**src/sv/bwdp_pkg.sv**
```systemverilog
`timescale 1ns / 1ps
// ----------------------------------------------------------------------------
// bwdp_pkg
// shared types, constants and binary32 arithmetic for the bf16 weight dot
// product block
// ----------------------------------------------------------------------------
package bwdp_pkg;

    localparam int MaxLength  = 4096;
    localparam int LenWidth   = 13;
    localparam int DataWidth  = 32;
    localparam int CfgIdxWidth = 8;
    localparam int QueueDepth = 2;

    localparam logic [CfgIdxWidth-1:0] REG_VECTOR_LENGTH = 8'd0;
    localparam logic [CfgIdxWidth-1:0] REG_WEIGHT_FORMAT = 8'd1;
    localparam logic [CfgIdxWidth-1:0] REG_LANE_MODE     = 8'd2;
    localparam logic [CfgIdxWidth-1:0] REG_OUTPUT_SCALE  = 8'd3;

    localparam logic [31:0] FP_ONE   = 32'h3F80_0000;
    localparam logic [31:0] FP_QNAN  = 32'h7FC0_0000;
    localparam logic [31:0] FP_ZERO  = 32'h0000_0000;

    typedef struct packed {
        logic       use_lane;
        logic [1:0] lane;
        logic       merge;
        logic       last;
    } elem_ctl_t;

    typedef struct packed {
        logic [31:0] act;
        logic [31:0] wgt;
        elem_ctl_t   ctl;
    } queue_entry_t;

    // leading zeros of a 50-bit word
    function automatic logic [5:0] lzc50(input logic [49:0] v);
        logic [5:0] n;
        logic       found;
        n = 6'd0;
        found = 1'b0;
        for (int i = 49; i >= 0; i--) begin
            if (!found && v[i]) begin
                found = 1'b1;
                n = 6'(49 - i);
            end
        end
        return n;
    endfunction

    // mant has its leading one at bit 47 (value 1.x), e is the biased exponent
    function automatic logic [31:0] round_pack(input logic sign,
                                               input logic signed [11:0] e,
                                               input logic [47:0] mant);
        logic [63:0] ext;
        logic [63:0] shifted;
        logic [63:0] mask;
        logic [11:0] sh;
        logic [23:0] m;
        logic        g;
        logic        s;
        logic [7:0]  ef;
        logic [24:0] m25;
        logic [31:0] tot;
        ext = {mant, 16'b0};
        shifted = ext;
        mask = 64'b0;
        sh = 12'd0;
        if (e >= 12'sd255) begin
            return {sign, 8'hFF, 23'b0};
        end
        if (e < 12'sd1) begin
            // subnormal result, shift right keeping sticky
            sh = 12'(12'sd1 - e);
            if (sh > 12'd63) sh = 12'd63;
            shifted = ext >> sh[5:0];
            mask = ~({64{1'b1}} << sh[5:0]);
            m = shifted[63:40];
            g = shifted[39];
            s = (|shifted[38:0]) | (|(ext & mask));
            ef = 8'd0;
        end else begin
            m = mant[47:24];
            g = mant[23];
            s = |mant[22:0];
            ef = 8'(e - 12'sd1);
        end
        m25 = {1'b0, m} + 25'(g & (s | m[0]));
        tot = {1'b0, ef, 23'b0} + {7'b0, m25};
        return {sign, tot[30:0]};
    endfunction

    function automatic logic [31:0] fp_mul(input logic [31:0] a, input logic [31:0] b);
        logic        sr;
        logic [7:0]  ea;
        logic [7:0]  eb;
        logic [23:0] ma;
        logic [23:0] mb;
        logic [47:0] p;
        logic [5:0]  lz;
        logic [47:0] pn;
        logic signed [11:0] e;
        logic a_nan, b_nan, a_inf, b_inf, a_zero, b_zero;
        sr = a[31] ^ b[31];
        a_nan = (a[30:23] == 8'hFF) && (a[22:0] != 23'b0);
        b_nan = (b[30:23] == 8'hFF) && (b[22:0] != 23'b0);
        a_inf = (a[30:23] == 8'hFF) && (a[22:0] == 23'b0);
        b_inf = (b[30:23] == 8'hFF) && (b[22:0] == 23'b0);
        a_zero = (a[30:0] == 31'b0);
        b_zero = (b[30:0] == 31'b0);
        if (a_nan || b_nan || (a_inf && b_zero) || (b_inf && a_zero)) return FP_QNAN;
        if (a_inf || b_inf) return {sr, 8'hFF, 23'b0};
        if (a_zero || b_zero) return {sr, 31'b0};
        ea = (a[30:23] == 8'd0) ? 8'd1 : a[30:23];
        eb = (b[30:23] == 8'd0) ? 8'd1 : b[30:23];
        ma = {a[30:23] != 8'd0, a[22:0]};
        mb = {b[30:23] != 8'd0, b[22:0]};
        p = ma * mb;
        lz = lzc50({p, 2'b0});
        pn = p << lz;
        e = $signed({4'b0, ea}) + $signed({4'b0, eb}) - 12'sd126 - $signed({6'b0, lz});
        return round_pack(sr, e, pn);
    endfunction

    function automatic logic [31:0] fp_add(input logic [31:0] a, input logic [31:0] b);
        logic [31:0] x;
        logic [31:0] y;
        logic [7:0]  ex;
        logic [7:0]  ey;
        logic [23:0] mx;
        logic [23:0] my;
        logic [7:0]  d;
        logic [49:0] av;
        logic [49:0] bv;
        logic [49:0] bs;
        logic [49:0] sum;
        logic [49:0] nrm;
        logic [5:0]  lz;
        logic        st;
        logic signed [11:0] e;
        logic a_nan, b_nan, a_inf, b_inf;
        a_nan = (a[30:23] == 8'hFF) && (a[22:0] != 23'b0);
        b_nan = (b[30:23] == 8'hFF) && (b[22:0] != 23'b0);
        a_inf = (a[30:23] == 8'hFF) && (a[22:0] == 23'b0);
        b_inf = (b[30:23] == 8'hFF) && (b[22:0] == 23'b0);
        if (a_nan || b_nan || (a_inf && b_inf && (a[31] != b[31]))) return FP_QNAN;
        if (a_inf) return a;
        if (b_inf) return b;
        if ((a[30:0] == 31'b0) && (b[30:0] == 31'b0)) return {a[31] & b[31], 31'b0};
        if (a[30:0] >= b[30:0]) begin
            x = a;
            y = b;
        end else begin
            x = b;
            y = a;
        end
        ex = (x[30:23] == 8'd0) ? 8'd1 : x[30:23];
        ey = (y[30:23] == 8'd0) ? 8'd1 : y[30:23];
        mx = {x[30:23] != 8'd0, x[22:0]};
        my = {y[30:23] != 8'd0, y[22:0]};
        d = ex - ey;
        av = {1'b0, mx, 25'b0};
        bv = {1'b0, my, 25'b0};
        if (d >= 8'd50) begin
            bs = 50'b0;
            st = |my;
        end else begin
            bs = bv >> d;
            st = ((bs << d) != bv);
        end
        bs[0] = bs[0] | st;
        sum = (x[31] == y[31]) ? (av + bs) : (av - bs);
        if (sum == 50'b0) return FP_ZERO;
        lz = lzc50(sum);
        nrm = sum << lz;
        e = $signed({4'b0, ex}) + 12'sd1 - $signed({6'b0, lz});
        return round_pack(x[31], e, {nrm[49:3], |nrm[2:0]});
    endfunction

endpackage

```
**src/sv/bwdp_queue.sv**
```systemverilog
`timescale 1ns / 1ps
// ----------------------------------------------------------------------------
// bwdp_queue
// two-entry element queue between the front and the back
// ----------------------------------------------------------------------------
module bwdp_queue (
    input  logic                   aclk,
    input  logic                   aresetn,
    input  logic                   push,
    input  bwdp_pkg::queue_entry_t wr_data,
    output logic                   full,
    input  logic                   pop,
    output logic                   not_empty,
    output bwdp_pkg::queue_entry_t rd_data
);

    bwdp_pkg::queue_entry_t slot_reg [bwdp_pkg::QueueDepth];
    logic       wr_ptr_reg;
    logic       rd_ptr_reg;
    logic [1:0] fill_reg;

    assign full      = (fill_reg == 2'(bwdp_pkg::QueueDepth));
    assign not_empty = (fill_reg != 2'd0);
    assign rd_data   = slot_reg[rd_ptr_reg];

    always_ff @(posedge aclk) begin
        if (push) begin
            slot_reg[wr_ptr_reg] <= wr_data;
        end
    end

    always_ff @(posedge aclk) begin
        if (!aresetn) begin
            wr_ptr_reg <= 1'b0;
            rd_ptr_reg <= 1'b0;
            fill_reg   <= 2'd0;
        end else begin
            if (push) wr_ptr_reg <= !wr_ptr_reg;
            if (pop)  rd_ptr_reg <= !rd_ptr_reg;
            fill_reg <= fill_reg + 2'(push) - 2'(pop);
        end
    end

endmodule

```
**config.mk**
```make
export PLATFORM = sky130hd
export DESIGN_NAME = bwdp_queue
export DESIGN_NICKNAME = d
export VERILOG_FILES = /design/src/sv/bwdp_pkg.sv /design/src/sv/bwdp_queue.sv
export SDC_FILE = /design/constraint.sdc
export NUM_CORES = 1
export LEC_CHECK = 0
export ABC_AREA = 1
export BUFFER_PORTS_ARGS = -buffer_cell sky130_fd_sc_hd__buf_2
export CORE_MARGIN = 1
export CORE_UTILIZATION = 40
export CTS_BUF_LIST = sky130_fd_sc_hd__clkbuf_8
export DETAILED_ROUTE_END_ITERATION = 10
export HOLD_SLACK_MARGIN = 0.15
export PLACE_DENSITY_LB_ADDON = 0.2
export SYNTH_ARGS = -nofsm -noshare
export SYNTH_HDL_FRONTEND = slang
export SYNTH_SLANG_ARGS = --single-unit
```
**constraint.sdc**
```tcl
create_clock -name aclk -period 3.5 [get_ports aclk]
set_input_delay 0.35 -clock aclk [delete_from_list [all_inputs] [get_ports aclk]]
set_output_delay 0.35 -clock aclk [all_outputs]
set_load 0.05 [all_outputs]
```
==> results.yml <==
power_and_ir_drop:
  combPwrFrac_pct: 16.5
  power_density_mw_per_mm2: 527
  power_frac_clock_pct: 30.3
  power.switching_uw: 1000
  power_frac_seq_pct: 53.2
  swShare_pct: 26.3
  power.leakage_uw: 0.00280
  internal_power_uw: 2800
  ir_drop_mv: 0.299
placement:
  dp_hpwl_um: 5320
  gp_congestion: 0.677
  placed_area_mm2: 0.00617
  place.port_buffers: 143
sta:
  setup_viol_count_final: 0
  hold_ws_ns: 0.191
  fin_skew_ns: 0.00565
  slew_violations: 0
  fin_setup_tns_ns: 0
  period_minus_slack_ns: 2.51
  worst_pin_slew_ns: 1.03
  fmax_ghz: 0.398
  relSlewSlack_pct: 31.6
  rsz0062_at_grt: "no"
  hold_viol_final: 0
  period_share_pct: 71.8
logic_synthesis:
  syn-cell-area_mm2: 0.00525
  synth.distinct_cells: 13
  synth.net_count: 323
  synth_seq_cells: 143
  ys_warn_count: 0
  seq_area_frac_synth_pct: 80.9
  synth_cells: 248
  syn_avg_cell_area_um2: 21.2
global_route:
  grt_antenna_before_repair: 0
  grt_pass1_vias: 2961
  grt.total_usage_pct: 14.5
  grt_max_degree: 70
  grt_pass1_wl_um: 14100
  grt_overflow: 0
detailed_routing:
  routed-via-count: 2941
  postRouteAntennaNets: 0
  wl_um: 9220
  wl_per_cell_um: 14.0
  viasPerCell: 4.46
  first_iter_violations: 139
  first_pass_iters: 4
  drc_errors: 0
clock_tree:
  cts_buffers: 17
  clk_path_buf_depth: 2
  postCtsSetupBuffers: 0
  clockRootBuffer: "clkbuf_8"
  cts-htree-levels: 4
  clk_latency_ns: 0.43
  cts_tree: "done"
  clkTransAtPathRegs_ns: 0.07
  cts_sinks: 143
flow_run:
  maxCapViolations: 0
cells_and_area:
  fin_nets: 551
  largest_reg_flops: 138
  area_growth_syn_to_layout_pct: 37.7
  antenna_cells: 0
  drive_above_1_share_pct: 49.7
  design_area_mm2: 0.00723
critical_path:
  cp_slowest_cell: "dfxtp_4"
  crit_arrival_ns: 2.16
  cp_data_required_time_ns: 3.15
  cp-start-kind: "register"
  path_depth: 2
  reg2reg_depth: 2
  crit_chain: "mux2_2 > buf_2"
  crit_type: "reg -> out"
  critPathTopFamily: "flip-flops"
  crit_buf_inv: 1
  max_stage_delay_ns: 1.01
  end_kind: "output port"
  crit_fanout: 69
hold_path:
  worstHoldPathType: "in -> reg"
  worstHoldPathCells: 3
die:
  coreArea_mm2: 0.0127
  initial_utilization_pct: 41.2
  io_pins: 144
  rows: 41
  die_w_um: 117
  die_y_um: 117
  dieArea_mm2: 0.0136
outcome:
  status: "finished, final reports clean"
[final cells by class]
cell class,count,area [µm²]
Sequential cell,143,4250
Tap cell,172,215
Inverter,7,26.3
Multi-Input combinational cell,90,921
Timing Repair Buffer,217,1470
Clock buffer,17,234
Clock inverter,13,108
Fill cell,1042,5500
[synth_stat cells]
| master | count | share of area, % |
|---|---|---|
| inv_1 | 7 | 0.50 |
| buf_8 | 1 | 0.29 |
| nand3_1 | 1 | 0.095 |
| mux2_2 | 59 | 13 |
| dfxtp_1 | 5 | 1.9 |
| nor2_1 | 8 | 0.57 |
| edfxtp_1 | 138 | 79 |
| a21oi_1 | 1 | 0.095 |
| mux2_4 | 10 | 2.9 |
| ha_1 | 2 | 0.48 |
| buf_6 | 2 | 0.43 |
| buf_2 | 5 | 0.48 |
| nand2_1 | 9 | 0.64 |
[placed cells by master (no fill, tap or decap), types with 4 or more instances in the layout]
| cell type | Yosys | final |
|---|---|---|
| buf_2 | 5 | 143 |
| edfxtp_1 | 138 | 138 |
| dlygate4sd3_1 | 0 | 71 |
| mux2_2 | 59 | 59 |
| clkbuf_8 | 0 | 17 |
| mux2_4 | 10 | 10 |
| nand2_1 | 9 | 9 |
| inv_1 | 7 | 8 |
| nor2_1 | 8 | 7 |
| clkinv_2 | 0 | 5 |
| clkinv_1 | 0 | 4 |
| dfxtp_1 | 5 | 4 |
[worst reg2reg max path: cells and delay by family, from the launching register on]
family | cells | cell delay (ns)
DFF | 1 | 0.35
and+or+nand+nor | 1 | 0.65
buffers and inverters | 1 | 0.40
[repair_timing]
action / in CTS / in global routing
gates resized for setup: 0 / 0
hold buffers: 71 / 0
endpoints found under the hold margin: 142 / 0
setup endpoints to repair: 0 / 0
[final timing paths]
| check | from | end | slack (ns) |
|---|---|---|---|
| worst max register to register | wr_ptr_reg | slot_reg[0][67] | 1.79 |
| worst max-delay path | register | rd_data[4] | 0.99 |
| worst min-delay path | push | wr_ptr_reg | 0.19 |
| worst min register to register | rd_ptr_reg | register | 0.51 |
[cells by family after synthesis]
family          Yosys count  share of synthesized area (%)
simple gates             18                           1.31
compound gates            1                         0.0953
flops                   143                           80.9
mux                      69                           15.5
buf+inv                  15                           1.69
fa+ha+maj                 2                          0.477
[per-stage QoR]
stage | worst slack, ns | power [µW] | std cells | utilization [%]
5_1_grt | 0.868 | 3960 | 659 | 56.8
2_1_floorplan | 0.914 | 2480 | 248 | -
3_3_place_gp | 1.42 | 2630 | 558 | 48.5
6_report | 0.986 | 3800 | 659 | 56.8
3_5_place_dp | 1.42 | 2630 | 558 | 48.5
4_1_cts | 0.925 | 3850 | 659 | 56.8
[power by group through the flow]
stage / clock (µW) / combinational (µW) / sequential, µW
3_5_place_dp: 0 / 571 / 2060
3_3_place_gp: 0 / 567 / 2060
5_1_grt: 1260 / 668 / 2030
2_1_floorplan: 0 / 448 / 2040
6_report: 1150 / 629 / 2020
4_1_cts: 1190 / 635 / 2030
[per-layer routing]
layer  global-route usage (%)  up-vias  share of wire [%]
li1                         -     1410                  -
met1                     15.9     1412                 42
met2                     24.4      106                 49
met3                     5.55       13                6.7
met4                     7.95        0                1.6
met5                        0        -                  0
Note: power is estimated with default switching activity, not from simulation.
