===== src/sv/bwdp_pkg.sv =====
`timescale 1ns / 1ps
// ----------------------------------------------------------------------------
// bwdp_pkg
// shared types, constants and binary32 arithmetic for the bf16 weight dot
// product block
// ----------------------------------------------------------------------------
package bwdp_pkg;

    localparam int MaxLength  = 4096;
    localparam int LenWidth   = 13;
    localparam int DataWidth  = 32;
    localparam int CfgIdxWidth = 8;
    localparam int QueueDepth = 2;

    localparam logic [CfgIdxWidth-1:0] REG_VECTOR_LENGTH = 8'd0;
    localparam logic [CfgIdxWidth-1:0] REG_WEIGHT_FORMAT = 8'd1;
    localparam logic [CfgIdxWidth-1:0] REG_LANE_MODE     = 8'd2;
    localparam logic [CfgIdxWidth-1:0] REG_OUTPUT_SCALE  = 8'd3;

    localparam logic [31:0] FP_ONE   = 32'h3F80_0000;
    localparam logic [31:0] FP_QNAN  = 32'h7FC0_0000;
    localparam logic [31:0] FP_ZERO  = 32'h0000_0000;

    typedef struct packed {
        logic       use_lane;
        logic [1:0] lane;
        logic       merge;
        logic       last;
    } elem_ctl_t;

    typedef struct packed {
        logic [31:0] act;
        logic [31:0] wgt;
        elem_ctl_t   ctl;
    } queue_entry_t;

    // leading zeros of a 50-bit word
    function automatic logic [5:0] lzc50(input logic [49:0] v);
        logic [5:0] n;
        logic       found;
        n = 6'd0;
        found = 1'b0;
        for (int i = 49; i >= 0; i--) begin
            if (!found && v[i]) begin
                found = 1'b1;
                n = 6'(49 - i);
            end
        end
        return n;
    endfunction

    // mant has its leading one at bit 47 (value 1.x), e is the biased exponent
    function automatic logic [31:0] round_pack(input logic sign,
                                               input logic signed [11:0] e,
                                               input logic [47:0] mant);
        logic [63:0] ext;
        logic [63:0] shifted;
        logic [63:0] mask;
        logic [11:0] sh;
        logic [23:0] m;
        logic        g;
        logic        s;
        logic [7:0]  ef;
        logic [24:0] m25;
        logic [31:0] tot;
        ext = {mant, 16'b0};
        shifted = ext;
        mask = 64'b0;
        sh = 12'd0;
        if (e >= 12'sd255) begin
            return {sign, 8'hFF, 23'b0};
        end
        if (e < 12'sd1) begin
            // subnormal result, shift right keeping sticky
            sh = 12'(12'sd1 - e);
            if (sh > 12'd63) sh = 12'd63;
            shifted = ext >> sh[5:0];
            mask = ~({64{1'b1}} << sh[5:0]);
            m = shifted[63:40];
            g = shifted[39];
            s = (|shifted[38:0]) | (|(ext & mask));
            ef = 8'd0;
        end else begin
            m = mant[47:24];
            g = mant[23];
            s = |mant[22:0];
            ef = 8'(e - 12'sd1);
        end
        m25 = {1'b0, m} + 25'(g & (s | m[0]));
        tot = {1'b0, ef, 23'b0} + {7'b0, m25};
        return {sign, tot[30:0]};
    endfunction

    function automatic logic [31:0] fp_mul(input logic [31:0] a, input logic [31:0] b);
        logic        sr;
        logic [7:0]  ea;
        logic [7:0]  eb;
        logic [23:0] ma;
        logic [23:0] mb;
        logic [47:0] p;
        logic [5:0]  lz;
        logic [47:0] pn;
        logic signed [11:0] e;
        logic a_nan, b_nan, a_inf, b_inf, a_zero, b_zero;
        sr = a[31] ^ b[31];
        a_nan = (a[30:23] == 8'hFF) && (a[22:0] != 23'b0);
        b_nan = (b[30:23] == 8'hFF) && (b[22:0] != 23'b0);
        a_inf = (a[30:23] == 8'hFF) && (a[22:0] == 23'b0);
        b_inf = (b[30:23] == 8'hFF) && (b[22:0] == 23'b0);
        a_zero = (a[30:0] == 31'b0);
        b_zero = (b[30:0] == 31'b0);
        if (a_nan || b_nan || (a_inf && b_zero) || (b_inf && a_zero)) return FP_QNAN;
        if (a_inf || b_inf) return {sr, 8'hFF, 23'b0};
        if (a_zero || b_zero) return {sr, 31'b0};
        ea = (a[30:23] == 8'd0) ? 8'd1 : a[30:23];
        eb = (b[30:23] == 8'd0) ? 8'd1 : b[30:23];
        ma = {a[30:23] != 8'd0, a[22:0]};
        mb = {b[30:23] != 8'd0, b[22:0]};
        p = ma * mb;
        lz = lzc50({p, 2'b0});
        pn = p << lz;
        e = $signed({4'b0, ea}) + $signed({4'b0, eb}) - 12'sd126 - $signed({6'b0, lz});
        return round_pack(sr, e, pn);
    endfunction

    function automatic logic [31:0] fp_add(input logic [31:0] a, input logic [31:0] b);
        logic [31:0] x;
        logic [31:0] y;
        logic [7:0]  ex;
        logic [7:0]  ey;
        logic [23:0] mx;
        logic [23:0] my;
        logic [7:0]  d;
        logic [49:0] av;
        logic [49:0] bv;
        logic [49:0] bs;
        logic [49:0] sum;
        logic [49:0] nrm;
        logic [5:0]  lz;
        logic        st;
        logic signed [11:0] e;
        logic a_nan, b_nan, a_inf, b_inf;
        a_nan = (a[30:23] == 8'hFF) && (a[22:0] != 23'b0);
        b_nan = (b[30:23] == 8'hFF) && (b[22:0] != 23'b0);
        a_inf = (a[30:23] == 8'hFF) && (a[22:0] == 23'b0);
        b_inf = (b[30:23] == 8'hFF) && (b[22:0] == 23'b0);
        if (a_nan || b_nan || (a_inf && b_inf && (a[31] != b[31]))) return FP_QNAN;
        if (a_inf) return a;
        if (b_inf) return b;
        if ((a[30:0] == 31'b0) && (b[30:0] == 31'b0)) return {a[31] & b[31], 31'b0};
        if (a[30:0] >= b[30:0]) begin
            x = a;
            y = b;
        end else begin
            x = b;
            y = a;
        end
        ex = (x[30:23] == 8'd0) ? 8'd1 : x[30:23];
        ey = (y[30:23] == 8'd0) ? 8'd1 : y[30:23];
        mx = {x[30:23] != 8'd0, x[22:0]};
        my = {y[30:23] != 8'd0, y[22:0]};
        d = ex - ey;
        av = {1'b0, mx, 25'b0};
        bv = {1'b0, my, 25'b0};
        if (d >= 8'd50) begin
            bs = 50'b0;
            st = |my;
        end else begin
            bs = bv >> d;
            st = ((bs << d) != bv);
        end
        bs[0] = bs[0] | st;
        sum = (x[31] == y[31]) ? (av + bs) : (av - bs);
        if (sum == 50'b0) return FP_ZERO;
        lz = lzc50(sum);
        nrm = sum << lz;
        e = $signed({4'b0, ex}) + 12'sd1 - $signed({6'b0, lz});
        return round_pack(x[31], e, {nrm[49:3], |nrm[2:0]});
    endfunction

endpackage


===== src/sv/bwdp_front.sv =====
`timescale 1ns / 1ps
// ----------------------------------------------------------------------------
// bwdp_front
// accepts element pairs, widens a bf16 weight to fp32 and tags each element with its
// lane, merge and end-of-vector marks
// ----------------------------------------------------------------------------
module bwdp_front (
    input  logic                            aclk,
    input  logic                            aresetn,
    input  logic [bwdp_pkg::LenWidth-1:0]   vector_length,
    input  logic                            weight_format,
    input  logic                            lane_mode,
    input  logic                            s_valid,
    output logic                            s_ready,
    input  logic [31:0]                     s_activation,
    input  logic [31:0]                     s_weight_value,
    input  logic                            q_full,
    output logic                            q_push,
    output bwdp_pkg::queue_entry_t          q_data
);

    logic [bwdp_pkg::LenWidth-1:0] count_reg;
    logic [bwdp_pkg::LenWidth-1:0] count_next;
    logic [bwdp_pkg::LenWidth-1:0] len_eff;
    logic [bwdp_pkg::LenWidth-1:0] full_len;
    logic [bwdp_pkg::LenWidth-1:0] idx_inc;
    bwdp_pkg::elem_ctl_t           ctl;

    always_comb begin
        if (vector_length == '0)
            len_eff = bwdp_pkg::LenWidth'(1);
        else if (vector_length > bwdp_pkg::LenWidth'(bwdp_pkg::MaxLength))
            len_eff = bwdp_pkg::LenWidth'(bwdp_pkg::MaxLength);
        else
            len_eff = vector_length;
        full_len     = {len_eff[bwdp_pkg::LenWidth-1:2], 2'b00};
        idx_inc      = count_reg + bwdp_pkg::LenWidth'(1);
        ctl.use_lane = !lane_mode && (count_reg < full_len);
        ctl.lane     = count_reg[1:0];
        ctl.merge    = ctl.use_lane && (idx_inc == full_len);
        ctl.last     = (idx_inc >= len_eff);
        count_next   = ctl.last ? '0 : idx_inc;
    end

    assign s_ready    = !q_full;
    assign q_push     = s_valid && s_ready;
    assign q_data.act = s_activation;
    assign q_data.wgt = weight_format ? s_weight_value : {s_weight_value[15:0], 16'h0000};
    assign q_data.ctl = ctl;

    always_ff @(posedge aclk) begin
        if (!aresetn) begin
            count_reg <= '0;
        end else if (q_push) begin
            count_reg <= count_next;
        end
    end

endmodule


===== config.mk =====
export PLATFORM = sky130hd
export DESIGN_NAME = bwdp_front
export DESIGN_NICKNAME = d
export VERILOG_FILES = /design/src/sv/bwdp_pkg.sv /design/src/sv/bwdp_front.sv
export SDC_FILE = /design/constraint.sdc
export NUM_CORES = 1
export LEC_CHECK = 0
export ABC_CLOCK_PERIOD_IN_PS = 7950
export BUFFER_PORTS_ARGS = -buffer_cell sky130_fd_sc_hd__buf_4
export CORE_ASPECT_RATIO = 0.8
export CORE_MARGIN = 4
export CORE_UTILIZATION = 43
export DETAILED_ROUTE_END_ITERATION = 6
export MAX_ROUTING_LAYER = met4
export PLACE_DENSITY = 0.87
export RECOVER_POWER = 50
export SYNTH_ARGS = -nofsm -noshare
export SYNTH_HDL_FRONTEND = slang
export SYNTH_SLANG_ARGS = --single-unit

===== constraint.sdc =====
create_clock -name aclk -period 7.95 [get_ports aclk]
set_clock_uncertainty 0.1 [all_clocks]
set_input_delay 1.1925 -clock aclk [delete_from_list [all_inputs] [get_ports aclk]]
set_output_delay 1.1925 -clock aclk [all_outputs]
set_load 0.01 [all_outputs]

==> results by group <==
Route
  – Final wirelength: 5160 µm
  – DR WL/cell: 15.3 µm
  – Drc violations: 0
  – Final ANT Viol Nets: 0
  – Via density: 5.20
  – Routed vias: approximately 1,800
  – Pre-antenna DRT Iters: 4
  – 1st-iter DRT viols: 50

GRT
  – GRT Overall Usage: 0.174
  – Vias in the first global route: 1,569
  – Initial antenna violation count: 0
  – First-pass GRT wire length: 7360 µm
  – Pin count of the biggest net entering global routing: 33
  – Gr ovfl total: 0

Timing
  – Max Clk Rate: ~210 MHz
  – RSZ-0062 raised after global routing: false
  – PnR worst setup slack: about 3.2 ns
  – Worst Tran Pin Value: 1.17 ns
  – Finish-stage setup viols: 0
  – Final hold slack: 0.433 ns
  – Final hold violations: 0
  – Max Slew Vio Count: 0
  – Slew margin rel.: 0.222
  – Fin crit period: 4.75 ns
  – Final Cycle Share: 0.598
  – Setup_tns: 0 ns

Critical path
  – Kind of cell adding the most delay to the critical path: simple AND/OR/NAND/NOR gates
  – CP max FO: 8
  – Reg2Reg Depth: 10
  – WP data required: 6.66 ns
  – Startpoint types: register
  – Crit path buffers/inverters: 2
  – CP Launch Point: count_reg[0]
  – Data arrival, critical path: 3.46 ns
  – Crit. End Element: output port
  – RR Startpoint: count_reg[0]
  – Crit-path cells: ha_1 > nand3_1 > and2_1 > or2_2 > ha_1 > a211oi_2 > nor2_1 > o41ai_4 > and2_1 > inv_4 > buf_4
  – Slowest CP cell: dfxtp_1
  – CP max stage delay: 0.49 ns
  – Crit path kind: reg -> out
  – Flop2flop setup slack: 4.56 ns
  – R2r endpoint: count_reg[10]

Synth
  – Post-synthesis compound-gate area fraction: 0.142
  – Top-area cell type share of the netlist area: 0.165
  – Syn Std Cell Area: 0.00190 mm²
  – Post-synth EDFFs: 0
  – Post-synth ARST share: 0
  – Register area share after synthesis: 0.137
  – Main area contributors after synthesis: ha_1 16%, dfxtp_1 14%, buf_4 13%, mux2_2 9.5%, and2_1 6.6%
  – Adder-cell area share of the yosys netlist: 0.165
  – Post-synthesis mux area share: 0.0950
  – Ys Warns: 0
  – Unique cell type count in the Yosys netlist: 42
  – Top FF cell, synth: dfxtp_1
  – Synth area leader: ha_1
  – Synth Area in XOR/XNOR: 0.0416
  – Syn Nets: 337
  – FF+latch count, synth: 13
  – Synth Instances: ~230
  – Post-synthesis simple-gate area fraction: 0.249
  – Largest family of logic cells by synthesized area: simple AND/OR/NAND/NOR gates
  – Mapped Avg Cell Area: 8.28 µm²

Floorplan
  – Initial Util: 0.448
  – Core area: 0.00423 mm²
  – Die Span X: around 82 µm
  – Die Footprint: between 0.005 and 0.006 mm²
  – DIE HEIGHT: 67.4 µm
  – Top Ports: 154
  – Row Count: 21

CTS
  – Clock sinks: 13
  – TritonCTS clock tree: yes
  – Clock buffer depth: 2
  – Setup Fix Bufs, Post-CTS: 0
  – Clock slew seen by the registers of the worst setup and hold paths: 0.05 ns
  – CTS Root Cell: clkbuf_8
  – Post-cts gate resize count: 0
  – H-tree levels: 1
  – Hold-fix buffers, CTS: 0
  – CTS Buf Count: 3
  – Clock Latency Late Sink: 0.24 ns

Placement
  – Placer Congestion: 0.880
  – Post-DP HPWL: 4480 µm
  – Cells after DPL: roughly 330
  – Port Buf Inserts: 89
  – Post-place setup slack: roughly 3.2 ns

Power
  – Leak pwr: 1.14 nW
  – Pwr dens: 86.9 mW/mm²
  – Power after layout: 204 µW
  – Worst vdd ir: 0.0721 mV

Worst hold path
  – Hold EP: count_reg[3]
  – Hold Path Stages: 2
  – Worst Hold Launch: count_reg[3]
  – Worst hold path type: reg -> reg

Finish
  – Share of layout cells above drive strength 1: 0.396
  – ANT cells: 0
  – Post-Layout Cell Count: 337
  – Synthesis-to-finish area growth: 23.9%
  – Post-layout nets: just under 400
  – Max reg flops: 13

Outcome
  – Outcome: finished, final reports clean

Job
  – Maxcap violations: 0
==> cell families after synthesis <==
kind of cell             count (synthesis)
buffers and inverters                   47
XOR/XNOR                                 9
AO/OA/AOI/OAI                           32
AND/OR/NAND/NOR                         87
multiplexers                            16
flip-flops                              13
adder cells (fa/ha/maj)                 25
==> synthesized netlist by cell type, drive strengths merged (3+ instances only) <==
cell type,count
clkbuf,5
nand4,4
a21oi,5
nor2,8
nand3,9
nor2b,7
and2,20
dfxtp,13
nor4,3
a32o,7
xor2,3
mux2,16
o21ai,7
xnor2,6
and4,3
buf,37
inv,5
ha,25
nand2,24
==> area by class of cell <==
type / count / area (µm²)
flip-flops and latches: 13 / 260
repair buffers: 89 / 638
inverters: 5 / 21.3
fillers: 392 / 1880
multi-input cells: 169 / 1320
clock buffers: 4 / 45.0
well taps: 57 / 71.3
==> report_power, final <==
| part | internal, mW | leakage (nW) | switching (mW) |
|---|---|---|---|
| Combinational | 0.0455 | 1.01 | 0.0358 |
| Clock | 0.0352 | 0.0228 | 0.0205 |
| Sequential | 0.0659 | 0.105 | 0.00141 |
| Total | 0.147 | 1.14 | 0.0577 |
==> routing by layer <==
| layer | GRT usage | vias to the layer above | wire, µm |
|---|---|---|---|
| met5 | - | - | 0 |
| met4 | 0.0539 | 0 | 72 |
| met3 | 0.0427 | 10 | 383 |
| met2 | 0.250 | 67 | 2260 |
| met1 | 0.239 | 794 | 2440 |
| li1 | - | 883 | - |
==> through the flow <==
stage,utilization,instance area (µm²)
6_report,0.556,2350
5_1_grt,0.556,2350
4_1_cts,0.563,2380
3_5_place_dp,0.552,2340
3_3_place_gp,0.552,2340
2_1_floorplan,-,1900
==> worst min-delay path, cell delays in order (launching register included) <==
cell	delay (ns)
dfxtp_1	0.36
nand2_1	0.09
o21ai_2	0.05
==> cell usage in the layout, fill, tap and decap left out, drive strengths merged, types with 4 or more instances in the layout <==
| cell type | netlist | routed |
|---|---|---|
| xnor2 | 6 | 6 |
| and2 | 20 | 20 |
| nand2 | 24 | 24 |
| a21oi | 5 | 5 |
| nand3 | 9 | 9 |
| buf | 37 | 81 |
| nor2 | 8 | 8 |
| clkbuf | 5 | 12 |
| nand4 | 4 | 4 |
| mux2 | 16 | 16 |
| a32o | 7 | 7 |
| dfxtp | 13 | 13 |
| ha | 25 | 25 |
| nor2b | 7 | 7 |
| o21ai | 7 | 7 |
| inv | 5 | 5 |
==> worst max-delay path by stage <==
stage | slack (ns) | cells after the start | end
detailed placement | 3.23 | 10 | q_data[0]
CTS | 3.21 | 11 | q_data[0]
floorplan | 3.69 | 10 | q_data[0]
global route | 3.00 | 11 | q_data[0]
finish | 3.20 | 11 | q_data[0]
global placement | 3.33 | 11 | q_data[0]
Note: power is estimated with default switching activity, not from simulation.
